$ cat src/rtl/bsc_pkg.sv
// Shared types, constants and helper functions for the barometric compensation core.
// Used by every module in the rtl folder; depends on nothing else.
package bsc_pkg;

    localparam int DIV_STAGES = 64;

    localparam logic [1:0] REG_TEMP_CAL    = 2'd0;
    localparam logic [1:0] REG_PRESS_CAL_A = 2'd1;
    localparam logic [1:0] REG_PRESS_CAL_B = 2'd2;
    localparam logic [1:0] REG_PRESS_CAL_C = 2'd3;

    localparam logic [1:0] STATUS_OK       = 2'd0;
    localparam logic [1:0] STATUS_SKIPPED  = 2'd1;
    localparam logic [1:0] STATUS_DIV_ZERO = 2'd2;

    localparam logic [19:0] SKIP_CODE   = 20'h80000;
    localparam logic [63:0] FINE_OFFSET = 64'd128000;
    localparam logic [63:0] P_FULL      = 64'd1048576;
    localparam logic [63:0] P_SCALE     = 64'd3125;
    localparam logic [63:0] V1_BIAS     = 64'd1 << 47;
    localparam logic [63:0] P_MAX       = 64'h0000_0000_FFFF_FFFF;

    typedef struct packed {
        logic [19:0] raw_pressure;
        logic [19:0] raw_temperature;
    } sample_t;

    typedef struct packed {
        logic [1:0]         status;
        logic signed [31:0] fine_temperature;
        logic [31:0]        pressure_q24_8;
    } result_t;

    typedef struct packed {
        logic        skip;
        logic        zero;
        logic [19:0] raw_pressure;
        logic [31:0] fine;
    } bsc_tag_t;

    function automatic logic [31:0] sext16_32(input logic [15:0] v);
        return {{16{v[15]}}, v};
    endfunction

    function automatic logic [63:0] sext16_64(input logic [15:0] v);
        return {{48{v[15]}}, v};
    endfunction

    function automatic logic [31:0] asr32(input logic [31:0] v, input int s);
        return 32'($signed(v) >>> s);
    endfunction

    function automatic logic [63:0] asr64(input logic [63:0] v, input int s);
        return 64'($signed(v) >>> s);
    endfunction

endpackage

$ cat src/rtl/bsc_temp.sv
// Three-stage fine temperature pipeline with 32-bit wrapping arithmetic.
// Uses bsc_pkg for the item and tag types.
module bsc_temp
    import bsc_pkg::*;
(
    input  logic        clk,
    input  logic        rst_n,
    input  logic        en,
    input  logic        in_valid,
    input  sample_t     sample,
    input  logic [47:0] temp_cal,
    output logic        out_valid,
    output bsc_tag_t    tag
);

    logic [31:0] t1;
    logic [31:0] t2;
    logic [31:0] t3;
    logic [31:0] a_next;
    logic [31:0] b_next;
    logic [2:0]  valid_reg;
    logic [31:0] m1_reg;
    logic [31:0] bb_reg;
    logic [31:0] tv1_reg;
    logic [31:0] m2_reg;
    logic [31:0] fine_reg;
    logic [19:0] rp1_reg;
    logic [19:0] rp2_reg;
    logic [19:0] rp3_reg;
    logic [2:0]  skip_reg;

    always_comb
    begin
        t1     = {16'd0, temp_cal[15:0]};
        t2     = sext16_32(temp_cal[31:16]);
        t3     = sext16_32(temp_cal[47:32]);
        a_next = {15'd0, sample.raw_temperature[19:3]} - (t1 << 1);
        b_next = {16'd0, sample.raw_temperature[19:4]} - t1;
    end

    always_ff @(posedge clk or negedge rst_n)
    begin
        if (!rst_n)
        begin
            valid_reg <= '0;
        end
        else if (en)
        begin
            valid_reg <= {valid_reg[1:0], in_valid};
        end
    end

    always_ff @(posedge clk)
    begin
        if (en)
        begin
            m1_reg   <= a_next * t2;
            bb_reg   <= b_next * b_next;
            tv1_reg  <= asr32(m1_reg, 11);
            m2_reg   <= asr32(bb_reg, 12) * t3;
            fine_reg <= tv1_reg + asr32(m2_reg, 14);
            rp1_reg  <= sample.raw_pressure;
            rp2_reg  <= rp1_reg;
            rp3_reg  <= rp2_reg;
            skip_reg <= {skip_reg[1:0], sample.raw_pressure == SKIP_CODE};
        end
    end

    always_comb
    begin
        tag.skip         = skip_reg[2];
        tag.zero         = 1'b0;
        tag.raw_pressure = rp3_reg;
        tag.fine         = fine_reg;
    end

    assign out_valid = valid_reg[2];

endmodule

$ cat config.mk
export PLATFORM = sky130hd
export DESIGN_NAME = bsc_temp
export DESIGN_NICKNAME = d
export VERILOG_FILES = /design/src/rtl/bsc_pkg.sv /design/src/rtl/bsc_temp.sv
export SDC_FILE = /design/constraint.sdc
export NUM_CORES = 2
export LEC_CHECK = 0
export BUFFER_PORTS_ARGS = -buffer_cell sky130_fd_sc_hd__buf_2
export CAP_MARGIN = 20
export CORE_MARGIN = 5
export CORE_UTILIZATION = 52
export CTS_BUF_LIST = sky130_fd_sc_hd__clkbuf_2 sky130_fd_sc_hd__clkbuf_4 sky130_fd_sc_hd__clkbuf_8
export DETAILED_ROUTE_END_ITERATION = 10
export PLACE_DENSITY = 0.7
export SETUP_SLACK_MARGIN = 0.3
export SKIP_LAST_GASP = 1
export SYNTH_ARGS = -nofsm -noshare
export SYNTH_HDL_FRONTEND = slang
export SYNTH_SLANG_ARGS = --single-unit
$ cat constraint.sdc
create_clock -name clk -period 12.2 [get_ports clk]
set_input_delay 0 -clock clk [delete_from_list [all_inputs] [get_ports clk]]
set_output_delay 0 -clock clk [all_outputs]
set_load 0.01 [all_outputs]
# == After elaboration in Yosys (flattened, before gate mapping) ==
# Index checks and enable logic that the tools add are counted.
# word_totals
ramBits,0
latchBits,0
memories,0
output_inout_bits,55
register_bits,215
mem_bits_ro,0
# classes
muxes,0
n_bitwise,0
n_addsub,3
reduce_logical,0
n_eq_ne,1
multipliers,3
shift,0
magnitude_cmp,0
div_mod_pow,0
# op_table
op,n
17-bit by 17-bit multiplier with 32-bit output,1
18-bit by 16-bit multiplier with 32-bit output,1
20-bit by 16-bit multiplier with 32-bit output,1
21-bit by 18-bit adder with 22-bit output,1
20-bit equality test (second input constant),1
17-bit by 17-bit subtractor with 18-bit output,1
16-bit by 16-bit subtractor with 17-bit output,1

# == Depth between registers and ports, before layout ==
# depth
word_depth,2
mapped_depth,37
ltp_nobuf,36

# == Least setup slack after synthesis ==
# No wires, ideal clock.
# synth_path
path_kind,input -> register
startpoint,input port temp_cal[2]
endpoint,"register m1_reg[31], data pin"
setup_ns,0.260
path_slack_ns,4.299
arrival_ns,7.641
cell_stages,33
path_cell_list,inv_1 ha_1 nor2b_1 o31a_1 o211ai_1 a31o_2 nor2b_1 o21ai_0 nand2b_1 xnor2_1 inv_1 clkbuf_1 nand2_1 fa_1 fa_1 fa_1 fa_1 inv_1 fa_1 inv_1 fa_1 inv_1 ha_1 and3_1 a31oi_1 o21ai_0 a221o_1 a31o_2 o31a_1 a211oi_1 o31ai_1 xnor2_1 xnor2_1
# synth_via
elab_chain_cells,2
# synth_lines
element,line,source
from (decl),bsc_temp.sv:11,"input logic [47:0] temp_cal,"
17-bit by 17-bit subtractor with 18-bit output,bsc_temp.sv:37,"a_next = {15'd0, sample.raw_temperature[19:3]} - (t1 << 1);"
18-bit by 16-bit multiplier with 32-bit output,bsc_temp.sv:57,m1_reg <= a_next * t2;
to (signal assigned),bsc_temp.sv:57,
to (decl),bsc_temp.sv:22,logic [31:0] m1_reg;
# No other way between the ends.
# A chain may end at the register's enable or synchronous reset.

# == Final worst setup path ==
# layout_path
startpoint,input port sample[4] in the netlist's numbering
endpoint,"register m1_reg[31], data pin"
# layout_via
elab_chain_cells,2
# layout_lines
element,line,source
from (decl),bsc_temp.sv:10,"input sample_t sample,"
17-bit by 17-bit subtractor with 18-bit output,bsc_temp.sv:37,
18-bit by 16-bit multiplier with 32-bit output,bsc_temp.sv:57,
# No other way between the ends.

==> impl_metrics.yaml <==
synth:
  synth_cell_types: 58
  synth_top_cell_area_share_pct: 45.46
  synth_xor_area_share_pct: 3.190
  synth_fa_ha_area_share_pct: 55.11
  synthSimpleGateAreaFrac_pct: 12.33
  synth_compound_area_share_pct: 3.360
  synth_warnings: 0
  yosysMostFrequentCell: "inv_1"
  ys.flop_type: "edfxtp_1"
  syn_area_per_cell_um2: 9.856
  synth_top_family_by_area: "adder cells"
  ys_ff_latch: 168
  netlist_top_cells_area: "fa_1 (45%), edfxtp_1 (14%), inv_1 (10%)"
  synth_common_cells: "inv_1 (984), fa_1 (816), nand2_1 (461)"
  synth_top_area_cell: "fa_1"
  synthMuxAreaShare_pct: 0.1567
  ys_async_sr_fraction_pct: 1.786
  netlist_area_um2: 35930
  netlist_instances: 3646
  seq_area_frac_synth_pct: 14.00
  syn-num-nets: 4831
  synth_edf_count: 165
setup_path:
  required_ns: 12.47
  rr_worst_depth: 21
  critPathArrivalTime_ns: 9.08
  path_class: "primary input to register"
  path_max_fanout: 20
  slowest_stage: "clkinv_1"
  crit_path_end_kind: "register"
  crit_path_start_kind: "primary input"
  crit_top_cell: "fa_1"
  critPathBufInv: 8
  crit_path_max_incr_delay_ns: 0.62
  crit_cells: 33
  crit_family: "adder cells"
clock_tree:
  clock-sinks: 168
  cts_setup_buffers: 0
  clk_path_buf_depth: 2
  hold_buffers: 23
  cts-resized-gates: 0
  cts_made_buffers: 17
  htreeDepth: 4
  cts_tree: "yes"
  insertion_delay_ns: 0.51
  cts-root-buf: "clkbuf_8"
  clk_pin_slew_worst_paths_ns: 0.12
grt:
  gr-total-overflow: 0
  grt_pass1_vias: 25990
  grt.total_usage_pct: 22.10
  grt_pass1_wl_um: 131100
  antenna_found_initial: 4
  grt_max_degree: 115
routing:
  final_antenna_net_count: 0
  first_iter_violations: 1187
  viasPerCell: 5.094
  drt-total-wl_um: 77590
  drc_errors: 0
  firstDrtPassIters: 6
  wl_per_cell_um: 16.61
  vias: 23800
floorplan:
  chipHeight_um: 272.9
  core-area_um2: 68590
  start_util_pct: 52.39
  die_w_um: 272.9
  rows: 96
  dieArea_um2: 74460
  num_io_pins: 147
timing:
  min_period_over_period_pct: 72.21
  skew_ns: 0.01694
  tightest_slew_ns: 1.038
  relSlewSlack_pct: 30.79
  final_hold_viol_count: 0
  setup_violations: 0
  layout_min_cycle_time_ns: 8.810
  clock.fmax_ghz: 0.1135
  final.setup.tns_ns: 0
  rsz0062_at_grt: "no"
  finalMaxSlewViolations: 0
layout:
  fillers: 6107
  fin_cells: 4672
  fin_util_pct: 55.70
  num-nets-final: 4911
  drive_gt1_share_pct: 6.071
  largest_reg_flops: 22
  area_growth_pct: 6.306
placed_design:
  portBuffers: 142
  place_inst: 4615
  dp_hpwl_um: 63300
  gp_congestion: 0.8564
flow_run:
  maxCapViolCount: 0
worst_hold_path:
  whs_path_depth: 1
  hold_class: "primary input to register"
status:
  status: "completed"
[layout by cell type, fill, tap and decap left out, types with 21 or more instances in the layout]
| cell | n |
|---|---|
| inv_1 | 984 |
| fa_1 | 816 |
| nand2_1 | 461 |
| ha_1 | 277 |
| and2_1 | 209 |
| edfxtp_1 | 165 |
| buf_2 | 141 |
| nor2_1 | 132 |
| xnor2_1 | 92 |
| a21oi_1 | 48 |
| nand2b_1 | 37 |
| xor2_1 | 32 |
| nor2b_1 | 30 |
| a21o_1 | 28 |
| o21ai_0 | 26 |
| buf_4 | 25 |
| dlygate4sd3_1 | 23 |
| o21a_1 | 21 |
[worst paths after layout]
kind | startpoint | to | slack (ns)
worst max-delay path | sample[4] | m1_reg[31] | 3.39
worst min register to register | rp1_reg[17] | rp2_reg[17] | 0.41
min in group asynchronous | rst_n | valid_reg[0] | 0.34
worst min-delay path | en | rp2_reg[19] | 0.13
max in group asynchronous | rst_n | valid_reg[2] | 11.72
worst max register to register | bb_reg[24] | m2_reg[31] | 4.67
[worst register-to-register path: cells and delay by family (launching register included)]
kind | cells | cell delay (ns)
simple gates | 2 | 0.26
fa+ha+maj | 7 | 3.41
xor+xnor | 1 | 0.35
flops | 1 | 0.85
buf+inv | 5 | 0.26
compound gates | 6 | 2.18
[final cells by class]
cell class	instances	area [um2]	area share, %
clock inverters	15	211.5	0.5536
well taps	931	1165	3.049
inverters	993	3727	9.758
multi-input cells	2356	26690	69.88
diodes	2	5.005	0.01310
clock buffers	17	234.0	0.6125
flip-flops and latches	168	5030	13.17
repair buffers	190	1135	2.971
[stage by stage]
step	hold WS (ns)	area (um2)	setup slack, ns
6_report	0.1274	38200	3.390
5_1_grt	0.1190	38200	2.967
4_1_cts	0.1141	38190	3.519
3_5_place_dp	-0.1995	37520	2.961
3_3_place_gp	-0.2028	37520	3.064
2_1_floorplan	-0.2956	35930	4.299
[layer usage]
metal  vias up  global-route usage [%]  share of wire (%)
met1     12220                   28.55                 40
met2       604                   38.76                 51
met4         0                   7.005                3.2
li1      10830                       -                  -
met3       142                   3.169                5.3
met5         -                       0                  0
[cells by family (layout without fill, tap and decap cells)]
kind of cell,after synthesis,in the layout
xor+xnor,130,130
mux,5,5
flops,168,168
simple gates,947,947
buf+inv,1122,1215
fa+ha+maj,1093,1093
other cells,1,3
compound gates,180,180
Power is left out: the tool's default activity adds up to more than one toggle a clock period on the data nets, which glitch-free logic cannot reach.
